**src/design/assert_macros.svh**
```systemverilog
// Assertion macros shared by the display writer RTL.
`ifndef ASSERT_MACROS_SVH
`define ASSERT_MACROS_SVH

// Clocked assertion on clk, disabled while rst_n is low.
`define ASSERT_CLK(lbl, prop) \
  lbl: assert property (@(posedge clk) disable iff (!rst_n) (prop)) \
    else $error("assertion failed in display writer");

// Clocked assertion that also holds during reset.
`define ASSERT_ALWAYS(lbl, prop) \
  lbl: assert property (@(posedge clk) (prop)) \
    else $error("assertion failed in display writer");

`endif

```
**src/design/snd_pkg.sv**
```systemverilog
// Package with types and constants of the signed number display writer.
package snd_pkg;

  localparam int BIN_W      = 64;
  localparam int BCD_DIGITS = 20;
  localparam int BCD_W      = 4 * BCD_DIGITS;

  localparam logic [4:0] SYM_MINUS = 5'd25;
  localparam logic [4:0] SYM_BLANK = 5'd31;
  localparam logic [4:0] SYM_ERR_A = 5'd17;
  localparam logic [4:0] SYM_ERR_B = 5'd19;

  localparam logic [4:0] KEEP_POS = 5'd4;
  localparam logic [4:0] KEEP_NEG = 5'd3;

  typedef enum logic [3:0] {
    ST_IDLE = 4'b0001,
    ST_CONV = 4'b0010,
    ST_NORM = 4'b0100,
    ST_EMIT = 4'b1000
  } state_t;

  // Command to the shared shift unit.
  typedef struct packed {
    logic load;
    logic dabble;
    logic norm;
  } unit_cmd_t;

endpackage

```
**src/design/snd_ifs.sv**
```systemverilog
// Valid/ready channel interfaces for input and result items.
interface snd_in_if;
  logic               valid;
  logic               ready;
  logic               chip;
  logic [1:0]         display;
  logic signed [63:0] number;

  modport source (output valid, chip, display, number, input ready);
  modport sink   (input valid, chip, display, number, output ready);
endinterface

interface snd_out_if;
  logic       valid;
  logic       ready;
  logic       target_chip;
  logic [3:0] digit_register;
  logic [4:0] symbol;
  logic       decimal_point;
  logic       last;

  modport source (output valid, target_chip, digit_register, symbol, decimal_point, last,
                  input ready);
  modport sink   (input valid, target_chip, digit_register, symbol, decimal_point, last,
                  output ready);
endinterface

```
**src/design/signed_number_to_four_digit_display.sv**
```systemverilog
// Top level of the signed number to four-digit display writer.
//
// One input item carries a chip select, a display half and a signed 64-bit
// number. For a display half of zero or one the block emits four result items,
// the digit-register writes for digits 1..4 or 5..8, the fourth marked last.
// An item with a display half above one is taken and produces nothing.
// The magnitude is converted to 20 BCD digits by a shift-and-add-three unit,
// one bit per cycle. The same unit then shifts the digits left one digit per
// cycle until the leading digit is nonzero or only the kept digits remain,
// which yields the count of digits left. The first result is valid once
// normalization ends, and the four results then follow one per cycle while
// the receiver takes them. The input is ready only when the block is idle
// and no result is pending, so a new item is taken only after the last
// result of the previous one has been taken. When the receiver stalls, the
// current result holds and the block waits. Reset (rst_n low, synchronous)
// returns the block to idle with no result pending; the conversion registers
// need no reset.
`include "assert_macros.svh"

module signed_number_to_four_digit_display import snd_pkg::*; (
  input  logic   clk,
  input  logic   rst_n,
  snd_in_if.sink   in_ch,
  snd_out_if.source out_ch
);

  state_t     state_r, state_nxt;
  logic [5:0] cnt_r, cnt_nxt;
  logic [4:0] sh_r, sh_nxt;
  logic [1:0] pos_r, pos_nxt;
  logic       out_valid_r, out_valid_nxt;
  logic       chip_r, chip_nxt;
  logic       disp_r, disp_nxt;
  logic       neg_r, neg_nxt;
  logic       err_r, err_nxt;
  logic [3:0] expo_r, expo_nxt;

  unit_cmd_t        cmd;
  logic [BIN_W-1:0] mag;
  logic [3:0]       top_digit;
  logic [15:0]      top_four;
  logic [4:0]       remaining;
  logic [4:0]       keep;
  logic             norm_done;
  logic             in_fire;

  assign in_ch.ready = (state_r == ST_IDLE) && !out_valid_r;
  assign in_fire     = in_ch.valid && in_ch.ready;

  // Magnitude of the two's complement input.
  assign mag = in_ch.number[BIN_W-1] ? (BIN_W'(0) - in_ch.number) : in_ch.number;

  // Normalization stops at the first nonzero leading digit, or once only the
  // kept digits are left, so short numbers come out zero padded.
  assign remaining = 5'(BCD_DIGITS) - sh_r;
  assign keep      = neg_r ? KEEP_NEG : KEEP_POS;
  assign norm_done = (top_digit != 4'd0) || (remaining == keep);

  always_comb begin
    state_nxt     = state_r;
    cnt_nxt       = cnt_r;
    sh_nxt        = sh_r;
    pos_nxt       = pos_r;
    out_valid_nxt = out_valid_r;
    chip_nxt      = chip_r;
    disp_nxt      = disp_r;
    neg_nxt       = neg_r;
    err_nxt       = err_r;
    expo_nxt      = expo_r;
    cmd           = '0;
    case (state_r)
      ST_IDLE: begin
        if (in_fire && !in_ch.display[1]) begin
          cmd.load  = 1'b1;
          chip_nxt  = in_ch.chip;
          disp_nxt  = in_ch.display[0];
          neg_nxt   = in_ch.number[BIN_W-1];
          cnt_nxt   = '0;
          state_nxt = ST_CONV;
        end
      end
      ST_CONV: begin
        cmd.dabble = 1'b1;
        cnt_nxt    = cnt_r + 6'd1;
        if (cnt_r == 6'(BIN_W - 1)) begin
          sh_nxt    = '0;
          state_nxt = ST_NORM;
        end
      end
      ST_NORM: begin
        if (norm_done) begin
          // Nineteen or more digits on a negative number is out of range.
          err_nxt       = neg_r && (sh_r <= 5'd1);
          expo_nxt      = 4'(remaining - keep);
          pos_nxt       = '0;
          out_valid_nxt = 1'b1;
          state_nxt     = ST_EMIT;
        end else begin
          cmd.norm = 1'b1;
          sh_nxt   = sh_r + 5'd1;
        end
      end
      ST_EMIT: begin
        if (out_ch.ready) begin
          if (pos_r == 2'd3) begin
            out_valid_nxt = 1'b0;
            state_nxt     = ST_IDLE;
          end else begin
            pos_nxt = pos_r + 2'd1;
          end
        end
      end
      default: begin
        state_nxt     = ST_IDLE;
        out_valid_nxt = 1'b0;
      end
    endcase
  end

  always_ff @(posedge clk) begin
    if (!rst_n) begin
      state_r     <= ST_IDLE;
      out_valid_r <= 1'b0;
      cnt_r       <= '0;
      sh_r        <= '0;
      pos_r       <= '0;
    end else begin
      state_r     <= state_nxt;
      out_valid_r <= out_valid_nxt;
      cnt_r       <= cnt_nxt;
      sh_r        <= sh_nxt;
      pos_r       <= pos_nxt;
    end
  end

  always_ff @(posedge clk) begin
    chip_r <= chip_nxt;
    disp_r <= disp_nxt;
    neg_r  <= neg_nxt;
    err_r  <= err_nxt;
    expo_r <= expo_nxt;
  end

  snd_shift_unit u_shift (
    .clk       (clk),
    .cmd       (cmd),
    .load_mag  (mag),
    .top_digit (top_digit),
    .top_four  (top_four)
  );

  snd_glyph u_glyph (
    .pos           (pos_r),
    .neg           (neg_r),
    .err           (err_r),
    .expo          (expo_r),
    .top_four      (top_four),
    .symbol        (out_ch.symbol),
    .decimal_point (out_ch.decimal_point)
  );

  // The result fields decode held registers only, so they stay put on a stall.
  assign out_ch.valid          = out_valid_r;
  assign out_ch.target_chip    = chip_r;
  assign out_ch.digit_register = {1'b0, disp_r, pos_r} + 4'd1;
  assign out_ch.last           = (pos_r == 2'd3);

  `ASSERT_ALWAYS(a_ready_no_pending, in_ch.ready |-> !out_valid_r)
  `ASSERT_CLK(a_valid_in_emit, out_valid_r |-> (state_r == ST_EMIT))
  `ASSERT_CLK(a_last_frees_input,
              (out_ch.valid && out_ch.ready && out_ch.last) |=> in_ch.ready)

endmodule

```
**src/design/snd_shift_unit.sv**
```systemverilog
// Shared shift unit: serial binary to BCD conversion and digit normalization.
module snd_shift_unit import snd_pkg::*; (
  input  logic             clk,
  input  unit_cmd_t        cmd,
  input  logic [BIN_W-1:0] load_mag,
  output logic [3:0]       top_digit,
  output logic [15:0]      top_four
);

  logic [BIN_W-1:0] bin_r, bin_nxt;
  logic [BCD_W-1:0] bcd_r, bcd_nxt;
  logic [BCD_W-1:0] bcd_adj;

  // Add three to every digit of five or more before the shift.
  always_comb begin
    for (int d = 0; d < BCD_DIGITS; d++) begin
      if (bcd_r[4*d +: 4] >= 4'd5) begin
        bcd_adj[4*d +: 4] = bcd_r[4*d +: 4] + 4'd3;
      end else begin
        bcd_adj[4*d +: 4] = bcd_r[4*d +: 4];
      end
    end
  end

  always_comb begin
    bin_nxt = bin_r;
    bcd_nxt = bcd_r;
    if (cmd.load) begin
      bin_nxt = load_mag;
      bcd_nxt = '0;
    end else if (cmd.dabble) begin
      bin_nxt = {bin_r[BIN_W-2:0], 1'b0};
      bcd_nxt = {bcd_adj[BCD_W-2:0], bin_r[BIN_W-1]};
    end else if (cmd.norm) begin
      bcd_nxt = {bcd_r[BCD_W-5:0], 4'd0};
    end
  end

  always_ff @(posedge clk) begin
    bin_r <= bin_nxt;
    bcd_r <= bcd_nxt;
  end

  assign top_digit = bcd_r[BCD_W-1 -: 4];
  assign top_four  = bcd_r[BCD_W-1 -: 16];

endmodule

```
**src/design/snd_glyph.sv**
```systemverilog
// Symbol and decimal point selection for one digit position.
module snd_glyph import snd_pkg::*; (
  input  logic [1:0]  pos,
  input  logic        neg,
  input  logic        err,
  input  logic [3:0]  expo,
  input  logic [15:0] top_four,
  output logic [4:0]  symbol,
  output logic        decimal_point
);

  logic [3:0] digit_pos;
  logic [3:0] digit_prev;

  always_comb begin
    case (pos)
      2'd0:    digit_pos = top_four[15:12];
      2'd1:    digit_pos = top_four[11:8];
      2'd2:    digit_pos = top_four[7:4];
      default: digit_pos = top_four[3:0];
    endcase
    case (pos)
      2'd1:    digit_prev = top_four[15:12];
      2'd2:    digit_prev = top_four[11:8];
      default: digit_prev = top_four[7:4];
    endcase
  end

  always_comb begin
    if (err) begin
      case (pos)
        2'd0:    symbol = SYM_MINUS;
        2'd1:    symbol = SYM_BLANK;
        2'd2:    symbol = SYM_ERR_A;
        default: symbol = SYM_ERR_B;
      endcase
      decimal_point = 1'b0;
    end else begin
      if (neg) begin
        symbol = (pos == 2'd0) ? SYM_MINUS : {1'b0, digit_prev};
      end else begin
        symbol = {1'b0, digit_pos};
      end
      decimal_point = expo[2'd3 - pos];
    end
  end

endmodule
```
**src/flat_wrapper.sv**
```systemverilog
// flat-port wrapper written by rule: the top's interface ports become plain ports
module signed_number_to_four_digit_display_flat import snd_pkg::*;
  (clk, rst_n, in_ch_valid, in_ch_chip, in_ch_display, in_ch_number, in_ch_ready, out_ch_valid, out_ch_target_chip, out_ch_digit_register, out_ch_symbol, out_ch_decimal_point, out_ch_last, out_ch_ready);
  snd_in_if in_ch_i ();
  snd_out_if out_ch_i ();
  input  logic clk;
  input  logic rst_n;
  input wire logic [$bits(in_ch_i.valid)-1:0] in_ch_valid;
  input wire logic [$bits(in_ch_i.chip)-1:0] in_ch_chip;
  input wire logic [$bits(in_ch_i.display)-1:0] in_ch_display;
  input wire logic [$bits(in_ch_i.number)-1:0] in_ch_number;
  output wire logic [$bits(in_ch_i.ready)-1:0] in_ch_ready;
  output wire logic [$bits(out_ch_i.valid)-1:0] out_ch_valid;
  output wire logic [$bits(out_ch_i.target_chip)-1:0] out_ch_target_chip;
  output wire logic [$bits(out_ch_i.digit_register)-1:0] out_ch_digit_register;
  output wire logic [$bits(out_ch_i.symbol)-1:0] out_ch_symbol;
  output wire logic [$bits(out_ch_i.decimal_point)-1:0] out_ch_decimal_point;
  output wire logic [$bits(out_ch_i.last)-1:0] out_ch_last;
  input wire logic [$bits(out_ch_i.ready)-1:0] out_ch_ready;
  assign in_ch_i.valid = in_ch_valid;
  assign in_ch_i.chip = in_ch_chip;
  assign in_ch_i.display = in_ch_display;
  assign in_ch_i.number = in_ch_number;
  assign in_ch_ready = in_ch_i.ready;
  assign out_ch_valid = out_ch_i.valid;
  assign out_ch_target_chip = out_ch_i.target_chip;
  assign out_ch_digit_register = out_ch_i.digit_register;
  assign out_ch_symbol = out_ch_i.symbol;
  assign out_ch_decimal_point = out_ch_i.decimal_point;
  assign out_ch_last = out_ch_i.last;
  assign out_ch_i.ready = out_ch_ready;
  signed_number_to_four_digit_display u_core (.clk(clk), .rst_n(rst_n), .in_ch(in_ch_i), .out_ch(out_ch_i));
endmodule
```
**config.mk**
```make
export PLATFORM = sky130hd
export DESIGN_NAME = signed_number_to_four_digit_display_flat
export DESIGN_NICKNAME = d
export VERILOG_FILES = /design/src/design/snd_pkg.sv /design/src/design/snd_ifs.sv /design/src/design/signed_number_to_four_digit_display.sv /design/src/design/snd_shift_unit.sv /design/src/design/snd_glyph.sv /design/src/flat_wrapper.sv
export VERILOG_INCLUDE_DIRS = /design/src /design/src/design
export SDC_FILE = /design/constraint.sdc
export NUM_CORES = 1
export LEC_CHECK = 0
export BUFFER_PORTS_ARGS = -buffer_cell sky130_fd_sc_hd__buf_2
export CAP_MARGIN = 20
export CORE_UTILIZATION = 40
export DETAILED_ROUTE_END_ITERATION = 16
export GPL_ROUTABILITY_DRIVEN = 0
export SYNTH_ARGS = -nofsm -noshare
export SYNTH_HDL_FRONTEND = slang
export SYNTH_SLANG_ARGS = --single-unit
```
**constraint.sdc**
```tcl
create_clock -name clk -period 6.1 [get_ports clk]
set_input_delay 0.61 -clock clk [delete_from_list [all_inputs] [get_ports clk]]
set_output_delay 0.61 -clock clk [all_outputs]
set_load 0.05 [all_outputs]
```
==> impl_metrics.py, run 1 <==
metrics = {
    "grt": {
        "grt_max_degree": 110,
        "gr-total-overflow": 0,
        "antenna_found_initial": 0,
        "track_usage_pct": 19.1,
        "grt_pass1_vias": 9144,
        "grt_pass1_wl_um": 44700,
    },
    "layout": {
        "nNetsFinal": 1514,
        "utilization_pct": 45.8,
        "syn_to_final_growth_pct": 11.4,
        "fill_cells": 2721,
        "drive_gt1_share_pct": 11.6,
        "diodes": 0,
    },
    "clocking": {
        "hold_buffers": 0,
        "cts.repair.resized": 0,
        "clockBufferDepth": 2,
        "cts_buffers": 17,
        "root_buffer": "clkbuf_16",
        "ctsHtreeMaxLevel": 4,
        "clk_pin_slew_ns": 0.07,
        "cts_tree": "built",
        "cts_setup_buffers": 0,
        "cts.sinks": 170,
        "clk_latency_ns": 0.44,
    },
    "power_and_ir_drop": {
        "sw_frac_of_total_pct": 39.8,
        "ir_worst_vdd_mv": 0.185,
        "clock_power_share_pct": 23.3,
        "powerDensity_mw_per_mm2": 390,
        "leakagePower_nw": 4.46,
        "seqPwrFrac_pct": 40.9,
        "internal_power_mw": 2.92,
        "power_frac_comb_pct": 35.7,
        "switchingPower_mw": 1.93,
        "total_power_mw": 4.85,
    },
    "timing": {
        "slew_headroom_pct": 32.0,
        "report.final.hold_viol_count": 0,
        "period_share_pct": 53.8,
        "worst_pin_slew_ns": 1.02,
        "drv_slew": 0,
        "grt_setup_unrepaired": "no",
        "skew_ns": 0.0129,
        "setup_tns_ns": 0,
        "setup_viol": 0,
        "finalCriticalPeriod_ns": 3.28,
        "clock.fmax_ghz": 0.305,
    },
    "critical_path": {
        "end_kind": "register",
        "critPathSlowestCell": "nand2_2",
        "critPathMaxStageDelay_ns": 0.59,
        "arrival_ns": 3.36,
        "crit_path_start_kind": "register",
        "crit_chain": "or4b_1, or2_4, buf_4, nand2_2, buf_4",
        "crit_fanout": 43,
        "cpMostUsedCell": "buf_4",
        "path_class": "reg2reg",
        "worst_ep_required_time_ns": 6.18,
    },
    "floorplan": {
        "fp.dieW_um": 169,
        "core-area_mm2": 0.0272,
        "ios": 85,
        "fp.dieH_um": 169,
        "die-area_mm2": 0.0286,
        "initial_core_util_pct": 41.2,
        "num_rows": 60,
    },
    "synth": {
        "synth.cell_area_mm2": 0.0112,
        "synth_top_area_share_pct": 19.3,
        "yosysTopAreaCell": "edfxtp_1",
        "syn_area_per_cell_um2": 8.17,
        "synth-main-ff-cell": "dfxtp_1",
        "yosysWarnings": 0,
        "seq_area_frac_synth_pct": 36.9,
        "ys_ff_latch": 170,
        "ys_types": 65,
        "netlist_instances": 1369,
        "synth.area.top_cells": "edfxtp_1 (19%), dfxtp_1 (18%), nand2_1 (7.7%)",
        "synth_edf_count": 72,
        "syn-num-nets": 1494,
        "synthArstFlopShare_pct": 0,
    },
    "route": {
        "routedWlPerCell_um": 15.0,
        "routed_via_density": 5.53,
        "wl_um": 26600,
        "drc_errors": 0,
        "dr.pass1.iters": 6,
        "ant_nets": 0,
        "num_vias": 9816,
        "drt_iter0_markers": 668,
    },
    "run": {
        "cap_violations": 0,
    },
    "outcome": {
        "outcome": "completed",
    },
    "place": {
        "portBuffers": 84,
        "dp_hpwl_um": 17600,
    },
    "worst_hold_path": {
        "min_path_type": "in2reg",
    },
}
==> per-stage QoR <==
step                cell area, um2  hold WS, ns  cells  setup WS (ns)
floorplan                    11200        0.471   1369           2.35
detailed placement           11800        0.486   1742           2.59
global placement             11800        0.481   1742           2.63
global route                 12500        0.335   1774           2.63
finish                       12500        0.352   1774           2.82
CTS                          12500        0.336   1774           2.79
==> synth_stat cells (15+ instances only) <==
cell / number
nand2_1: 230
o21ai_0: 152
dfxtp_1: 98
nor2_1: 86
clkbuf_1: 84
a31oi_1: 78
edfxtp_1: 72
xor2_1: 64
inv_1: 63
ha_1: 53
a21oi_1: 48
a211oi_1: 37
nand3_1: 36
nand2b_1: 24
xnor2_1: 23
nor3_1: 20
nor4_1: 16
o31ai_1: 15
==> final cells by class <==
class / count / area (um2) / share of cell area, %
Timing Repair Buffer: 96 / 510 / 4.10
Inverter: 64 / 240 / 1.93
Multi-Input combinational cell: 1040 / 6500 / 52.2
Clock buffer: 22 / 529 / 4.25
Tap cell: 372 / 465 / 3.74
Sequential cell: 170 / 4120 / 33.1
Clock inverter: 10 / 87.6 / 0.703
==> layer usage <==
layer	wire (um)	track usage [%]	up-vias	share of wire [%]
li1	-	-	4991	-
met1	12900	25.5	4586	49
met2	12200	31.4	212	46
met3	1100	3.06	27	4.1
met4	395	5.80	0	1.5
met5	0	0	-	0
==> power groups by stage <==
stage | Sequential, mW | Combinational (mW) | Clock, mW
after floorplan | 1.85 | 1.45 | 0
after global placement | 2.00 | 1.70 | 0
after detailed placement | 2.00 | 1.73 | 0
after CTS | 1.98 | 1.75 | 1.15
after global routing | 2.04 | 2.01 | 1.20
final | 1.99 | 1.73 | 1.13
==> worst paths after layout <==
path | slack [ns] | startpoint | cells past startpoint | to
worst max-delay path | 2.82 | u_core.state_r[0]$_SDFFE_PN1P_ | 5 | u_core.u_shift.bin_r[24]$_DFFE_PP_
worst min-delay path | 0.35 | in_ch_display[0] | 1 | u_core.disp_r$_DFFE_PP_
worst max register to register | 2.82 | u_core.state_r[0]$_SDFFE_PN1P_ | 5 | u_core.u_shift.bin_r[24]$_DFFE_PP_
worst min register to register | 0.49 | u_core.u_shift.bin_r[63]$_DFFE_PP_ | 2 | u_core.u_shift.bcd_r[0]$_SDFFE_PP0P_
==> cell families (layout without fill, tap and decap cells) <==
logic type / after synthesis / in the layout / share of synthesized area (%)
fa+ha+maj: 54 / 54 / 6.11
simple gates: 475 / 475 / 20.1
compound gates: 417 / 417 / 24.0
buf+inv: 159 / 192 / 5.37
xor+xnor: 87 / 87 / 6.81
mux: 7 / 7 / 0.749
flops: 170 / 170 / 36.9
==> critical path: cells and delay by family (launching register included) <==
family | cells | cell delay, ns
buffers and inverters | 2 | 0.86
and+or+nand+nor | 3 | 1.57
DFF | 1 | 0.44
==> cell usage in the layout, fill, tap and decap left out, types with 8 or more instances in the layout <==
master / synthesis / layout
buf_4: 0 / 12
o32a_1: 11 / 11
nor3_1: 20 / 20
nand2_1: 230 / 228
o31ai_1: 15 / 15
o21a_1: 13 / 13
a31oi_1: 78 / 78
o21ai_0: 152 / 151
inv_1: 63 / 63
a211oi_1: 37 / 37
clkbuf_16: 0 / 21
nor2_1: 86 / 85
ha_1: 53 / 53
nand3_1: 36 / 36
dfxtp_1: 98 / 98
or3_1: 11 / 11
a21oi_1: 48 / 48
or4_1: 9 / 9
o41ai_1: 8 / 8
edfxtp_1: 72 / 72
xor2_1: 64 / 64
o21ai_1: 9 / 9
nor4_1: 16 / 16
xnor2_1: 23 / 23
buf_2: 3 / 84
nand2b_1: 24 / 24
==> registers in the layout (all words and copies together) (netlist names) <==
register,cells
u_core.u_shift.bcd_r,80
u_core.u_shift.bin_r,64
u_core.cnt_r,6
u_core.sh_r,5
u_core.expo_r,4
u_core.state_r,4
u_core.pos_r,2
u_core.disp_r,1
u_core.err_r,1
u_core.neg_r,1
u_core.out_ch.target_chip,1
u_core.out_ch.valid,1
No activity file was read; power rests on OpenSTA's default activity.
==> run 2, diff against run 1 <==
--- a/config.mk
+++ b/config.mk
@@ -6,6 +6,7 @@
 export SDC_FILE = /design/constraint.sdc
 export NUM_CORES = 1
 export LEC_CHECK = 0
+export ABC_AREA = 1
 export BUFFER_PORTS_ARGS = -buffer_cell sky130_fd_sc_hd__buf_2
 export CAP_MARGIN = 20
 export CORE_UTILIZATION = 40
==> constraint.sdc (replaced) <==
create_clock -name clk -period 2.7 [get_ports clk]
set_input_delay 0.27 -clock clk [delete_from_list [all_inputs] [get_ports clk]]
set_output_delay 0.27 -clock clk [all_outputs]
set_load 0.05 [all_outputs]
==> impl_metrics.py, run 2 <==
metrics = {
    "worst_hold_path": {
        "min_path_type": "in2reg",
        "min-delay-start": "rst_n",
    },
    "grt": {
        "track_usage_pct": 21.7,
        "antenna_found_initial": 0,
        "grt_pass1_wl_um": 54800,
        "gr-total-overflow": 0,
        "grt_pass1_vias": 11100,
        "grt_max_degree": 71,
    },
    "timing": {
        "setup_tns_ns": 0,
        "report.final.hold_viol_count": 0,
        "clock.fmax_ghz": 0.395,
        "setup_viol": 0,
        "worst_pin_slew_ns": 0.766,
        "finalCriticalPeriod_ns": 2.53,
        "period_share_pct": 93.7,
        "skew_ns": 0.0117,
        "slew_headroom_pct": 48.9,
        "grt_setup_unrepaired": "no",
        "whs_ns": 0.135,
        "drv_slew": 0,
    },
    "outcome": {
        "outcome": "completed",
    },
    "layout": {
        "largest_reg_flops": 80,
        "multi_input_area_mm2": 0.00700,
        "regArea_mm2": 0.00413,
        "reg_top3": "u_core.u_shift.bcd_r (80), u_core.u_shift.bin_r (64), u_core.cnt_r (6)",
        "fill_cells": 3110,
        "nNetsFinal": 2044,
        "final_cell_mix": "nand2_1 (502), nor2_1 (273), inv_1 (198), nand3_1 (193), o21ai_0 (131)",
        "final_common_cell": "nand2_1",
        "diodes": 0,
        "top_register": "u_core.u_shift.bcd_r",
        "syn_to_final_growth_pct": 12.2,
        "fin_cells": 2322,
        "drive_gt1_share_pct": 8.80,
    },
    "synth": {
        "syn_area_per_cell_um2": 6.55,
        "synth_edf_count": 72,
        "yosysTopAreaCell": "edfxtp_1",
        "ys_ff_latch": 170,
        "yosysWarnings": 0,
        "synth_top_area_share_pct": 17.7,
        "synth-main-ff-cell": "dfxtp_1",
        "seq_area_frac_synth_pct": 33.8,
        "synth.cell_area_mm2": 0.0122,
        "synthArstFlopShare_pct": 0,
        "ys_types": 43,
        "syn-num-nets": 1985,
        "synth.area.top_cells": "edfxtp_1 (18%), dfxtp_1 (16%), nand2_1 (15%)",
        "synth_top_cells_by_count": "nand2_1 (502), nor2_1 (273), inv_1 (199), nand3_1 (193), o21ai_0 (132)",
        "post-synth-top-count-cell": "nand2_1",
        "netlist_instances": 1860,
    },
    "critical_path": {
        "rrSetupSlack_ns": 0.25,
        "worst_ep_required_time_ns": 2.43,
        "startpoint": "u_core.pos_r[0]$_SDFFE_PN0P_",
        "end_kind": "output port",
        "critPathSlowestCell": "dfxtp_4",
        "arrival_ns": 2.26,
        "cpMostUsedCell": "inv_1",
        "crit_end": "out_ch_symbol[2]",
        "critPathMaxStageDelay_ns": 0.42,
        "crit_chain": "inv_1, ha_1, inv_1, nand2_1, a21oi_1, o21ai_0, a31oi_2, buf_2",
        "r2r-start": "u_core.sh_r[1]$_SDFFE_PN0P_",
        "worstRegToRegCells": 13,
        "crit_path_start_kind": "register",
        "crit_fanout": 8,
        "path_class": "reg2out",
        "r2r_end": "u_core.u_shift.bcd_r[40]$_SDFFE_PP0P_",
    },
    "clocking": {
        "root_buffer": "clkbuf_16",
        "cts_tree": "built",
        "ctsHtreeMaxLevel": 4,
        "cts_setup_buffers": 0,
        "cts_buffers": 17,
        "cts.sinks": 170,
        "clk_pin_slew_ns": 0.07,
        "clockBufferDepth": 2,
        "clk_latency_ns": 0.45,
    },
    "place": {
        "portBuffers": 84,
        "place_inst": 2288,
        "dp_hpwl_um": 23500,
    },
    "route": {
        "routed_via_density": 5.20,
        "ant_nets": 0,
        "wl_um": 33200,
        "drc_errors": 0,
        "num_vias": 12100,
        "dr.pass1.iters": 6,
        "drt_iter0_markers": 887,
        "routedWlPerCell_um": 14.3,
    },
    "floorplan": {
        "num_rows": 63,
        "core-area_mm2": 0.0298,
        "ios": 85,
        "die-area_mm2": 0.0312,
        "fp.dieH_um": 177,
        "initial_core_util_pct": 40.9,
        "fp.dieW_um": 177,
    },
    "power_and_ir_drop": {
        "ir_worst_vdd_mv": 0.513,
        "total_power_mw": 9.16,
        "powerDensity_mw_per_mm2": 670,
        "leakagePower_nw": 6.07,
    },
    "run": {
        "cap_violations": 0,
    },
}
-- run 2: power by group --
part / leakage (nW) / internal, mW / total, mW / switching [mW]
clock: 0.306 / 1.42 / 2.62 / 1.21
combinational: 4.30 / 0.902 / 2.74 / 1.84
sequential: 1.46 / 3.34 / 3.80 / 0.455
total: 6.07 / 5.66 / 9.16 / 3.50
-- run 2: worst max-delay path: cells and delay by family (launching register included) --
kind	cells	cell delay [ns]
buffers and inverters	3	0.58
AOI/OAI and AO/OA	3	0.45
DFF	1	0.42
adders and majority gates	1	0.24
and+or+nand+nor	1	0.12
-- run 2: how the worst min path moves through the flow --
stage | end | slack (ns) | depth (start not counted)
2_1_floorplan | u_core.disp_r$_DFFE_PP_ | 0.37 | 0
3_3_place_gp | u_core.cnt_r[2]$_SDFFE_PN0P_ | 0.45 | 2
3_5_place_dp | u_core.out_ch.target_chip$_DFFE_PP_ | 0.45 | 1
4_1_cts | u_core.sh_r[0]$_SDFFE_PN0P_ | 0.11 | 3
5_1_grt | u_core.sh_r[0]$_SDFFE_PN0P_ | 0.11 | 3
6_report | u_core.sh_r[0]$_SDFFE_PN0P_ | 0.14 | 3
-- run 2: routing by layer --
layer	vias up	track usage [%]	wire [um]
li1	6197	-	-
met1	5482	29.1	15600
met2	340	35.2	15000
met3	51	3.08	1770
met4	0	8.44	779
met5	-	0	0
-- run 2: cell families after synthesis --
kind of cell	Yosys count	synth area share [%]
AO/OA/AOI/OAI	244	10.6
AND/OR/NAND/NOR	1062	36.9
adder cells (fa/ha/maj)	54	5.60
XOR/XNOR	54	3.88
buffers and inverters	276	9.21
flip-flops	170	33.8
-- run 2: repair_timing --
item | in CTS | in global routing
hold buffers | 2 | 0
endpoints found under the setup margin | 4 | 3
hold endpoints to repair | 2 | 0
gates resized for setup | 2 | 8
-- run 2: layout make-up --
class / instances / area share (%)
multi-input cells: 1414 / 51.2
clock buffers: 17 / 3.11
repair buffers: 112 / 4.96
flip-flops and latches: 170 / 30.2
well taps: 390 / 3.57
clock inverters: 15 / 1.40
inverters: 204 / 5.60
-- run 2: through the flow --
step	cell area, um2	setup slack, ns	utilization [%]
2_1_floorplan	12200	-0.157	-
3_3_place_gp	13000	0.338	43.7
3_5_place_dp	13000	0.264	43.7
4_1_cts	13600	0.0395	45.8
5_1_grt	13700	0.00878	45.9
6_report	13700	0.170	45.9
==> run 3, diff against run 2 <==
--- a/config.mk
+++ b/config.mk
@@ -9,6 +9,7 @@
 export ABC_AREA = 1
 export BUFFER_PORTS_ARGS = -buffer_cell sky130_fd_sc_hd__buf_2
 export CAP_MARGIN = 20
+export CORE_ASPECT_RATIO = 0.9
 export CORE_UTILIZATION = 40
 export DETAILED_ROUTE_END_ITERATION = 16
 export GPL_ROUTABILITY_DRIVEN = 0
==> impl_metrics.py, run 3 (same netlist as run 2, synthesis figures left out) <==
metrics = {
    "outcome": {
        "outcome": "completed",
    },
    "critical_path": {
        "worst_ep_required_time_ns": 2.43,
        "worstRegToRegCells": 13,
        "end_kind": "output port",
        "critPathSlowestCell": "dfxtp_2",
        "crit_fanout": 8,
        "r2r-start": "u_core.sh_r[1]$_SDFFE_PN0P_",
        "cp_top_family": "buffers and inverters",
        "path_class": "reg2out",
        "critPathMaxStageDelay_ns": 0.41,
        "critPathBufInv": 3,
        "rrSetupSlack_ns": 0.26,
        "r2r_end": "u_core.u_shift.bcd_r[24]$_SDFFE_PP0P_",
        "crit_chain": "inv_1, ha_1, inv_1, nand2_1, a21oi_1, o21ai_0, a31oi_2, buf_4",
        "crit_path_start_kind": "register",
        "cpMostUsedCell": "inv_1",
        "arrival_ns": 2.24,
    },
    "worst_hold_path": {
        "min_to": "u_core.state_r[3]$_SDFFE_PN0P_",
        "whs_path_depth": 3,
        "min-delay-start": "rst_n",
        "min_path_type": "in2reg",
    },
    "grt": {
        "track_usage_pct": 21.5,
        "gr-total-overflow": 0,
        "antenna_found_initial": 0,
        "grt_pass1_vias": 11000,
        "grt_pass1_wl_um": 54000,
        "grt_max_degree": 95,
    },
    "layout": {
        "nNetsFinal": 2039,
        "fill_cells": 3116,
        "reg_top3": "u_core.u_shift.bcd_r (80), u_core.u_shift.bin_r (64), u_core.cnt_r (6)",
        "utilization_pct": 45.8,
        "top_register": "u_core.u_shift.bcd_r",
        "largest_reg_flops": 80,
        "syn_to_final_growth_pct": 12.4,
        "drive_gt1_share_pct": 8.41,
        "final_cell_mix": "nand2_1 (502), nor2_1 (273), inv_1 (198), nand3_1 (193), o21ai_0 (131)",
        "final_common_cell": "nand2_1",
        "regArea_mm2": 0.00413,
        "multi_input_area_mm2": 0.00698,
        "diodes": 0,
    },
    "power_and_ir_drop": {
        "sw_frac_of_total_pct": 37.1,
        "power_frac_comb_pct": 29.6,
        "switchingPower_mw": 3.43,
        "seqPwrFrac_pct": 41.0,
        "leakagePower_nw": 6.06,
        "clock_power_share_pct": 29.4,
        "internal_power_mw": 5.82,
        "powerDensity_mw_per_mm2": 675,
        "ir_worst_vdd_mv": 0.461,
    },
    "clocking": {
        "cts_buffers": 17,
        "clk_latency_ns": 0.44,
        "root_buffer": "clkbuf_16",
        "cts.sinks": 170,
        "cts_tree": "built",
        "clockBufferDepth": 2,
        "cts_setup_buffers": 0,
        "ctsHtreeMaxLevel": 4,
        "clk_pin_slew_ns": 0.07,
    },
    "run": {
        "cap_violations": 0,
    },
    "timing": {
        "worst_pin_slew_ns": 0.789,
        "finalCriticalPeriod_ns": 2.51,
        "slew_headroom_pct": 46.9,
        "setup_tns_ns": 0,
        "setup_viol": 0,
        "grt_setup_unrepaired": "no",
        "drv_slew": 0,
        "skew_ns": 0.0101,
        "report.final.hold_viol_count": 0,
        "period_share_pct": 93.0,
        "clock.fmax_ghz": 0.398,
        "whs_ns": 0.139,
    },
    "floorplan": {
        "num_rows": 60,
        "core-area_mm2": 0.0300,
        "fp.dieH_um": 168,
        "fp.dieW_um": 186,
        "ios": 85,
        "die-area_mm2": 0.0312,
        "initial_core_util_pct": 40.7,
    },
    "place": {
        "portBuffers": 84,
        "dp_hpwl_um": 22700,
    },
    "route": {
        "drc_errors": 0,
        "drt_iter0_markers": 959,
        "dr.pass1.iters": 5,
        "routedWlPerCell_um": 14.0,
        "num_vias": 12000,
        "routed_via_density": 5.17,
        "wl_um": 32500,
        "ant_nets": 0,
    },
}
## run 3: layout make-up
class                           instances  area share, %
Multi-Input combinational cell       1414           50.9
Sequential cell                       170           30.1
Clock buffer                           18           3.13
Tap cell                              403           3.68
Timing Repair Buffer                  107           5.08
Inverter                              204           5.59
Clock inverter                         14           1.50
## run 3: power by group through the flow
stage               sequential, mW  clock (mW)  combinational [mW]
finish                        3.79        2.72                2.74
global route                  3.87        2.88                3.15
CTS                           3.79        2.79                2.75
detailed placement            3.84           0                2.74
global placement              3.83           0                2.70
floorplan                     3.73           0                2.02
## run 3: worst max path at each step
stage                                             from  slack (ns)                               endpoint  cells past startpoint
final                     u_core.pos_r[0]$_SDFFE_PN0P_        0.19                       out_ch_symbol[2]                      8
after detailed placement   u_core.sh_r[0]$_SDFFE_PN0P_        0.19  u_core.u_shift.bcd_r[60]$_SDFFE_PP0P_                     13
after global placement     u_core.sh_r[0]$_SDFFE_PN0P_        0.26  u_core.u_shift.bcd_r[66]$_SDFFE_PP0P_                     13
after floorplan           u_core.pos_r[0]$_SDFFE_PN0P_       -0.16                       out_ch_symbol[3]                      6
after CTS                 u_core.pos_r[0]$_SDFFE_PN0P_        0.04                       out_ch_symbol[1]                      7
after global routing      u_core.pos_r[0]$_SDFFE_PN0P_       0.008                       out_ch_symbol[1]                      8
## run 3: timing repair
action                                 CTS  global route
hold buffers                             2             0
pin swaps                                0             0
setup endpoints to repair                2            22
endpoints found under the hold margin    2             0
gates resized for setup                  2             5
## run 3: worst register-to-register path: stages (launching register included)
cell,delay [ns]
dfxtp_1,0.40
inv_1,0.12
ha_1,0.22
xor2_1,0.15
ha_1,0.32
nand2_1,0.06
nor2_1,0.16
nand3_4,0.12
nand3_4,0.10
nand2_4,0.19
buf_12,0.28
nand3_1,0.09
nand2_1,0.05
nor2_1,0.11
## run 3: metal layers
metal	routed length, um	GRT usage [%]
met2	14400	33.1
met5	0	0
met3	1470	3.00
met4	756	7.63
met1	15900	30.3
## run 3: metrics by stage
stage / cell area, um2 / total power, mW / setup WS, ns / cells
finish: 13700 / 9.26 / 0.188 / 2330
detailed placement: 13000 / 6.58 / 0.194 / 2296
global route: 13700 / 9.90 / 0.00822 / 2330
CTS: 13700 / 9.33 / 0.0410 / 2330
global placement: 13000 / 6.53 / 0.264 / 2296
floorplan: 12200 / 5.75 / -0.157 / 1860
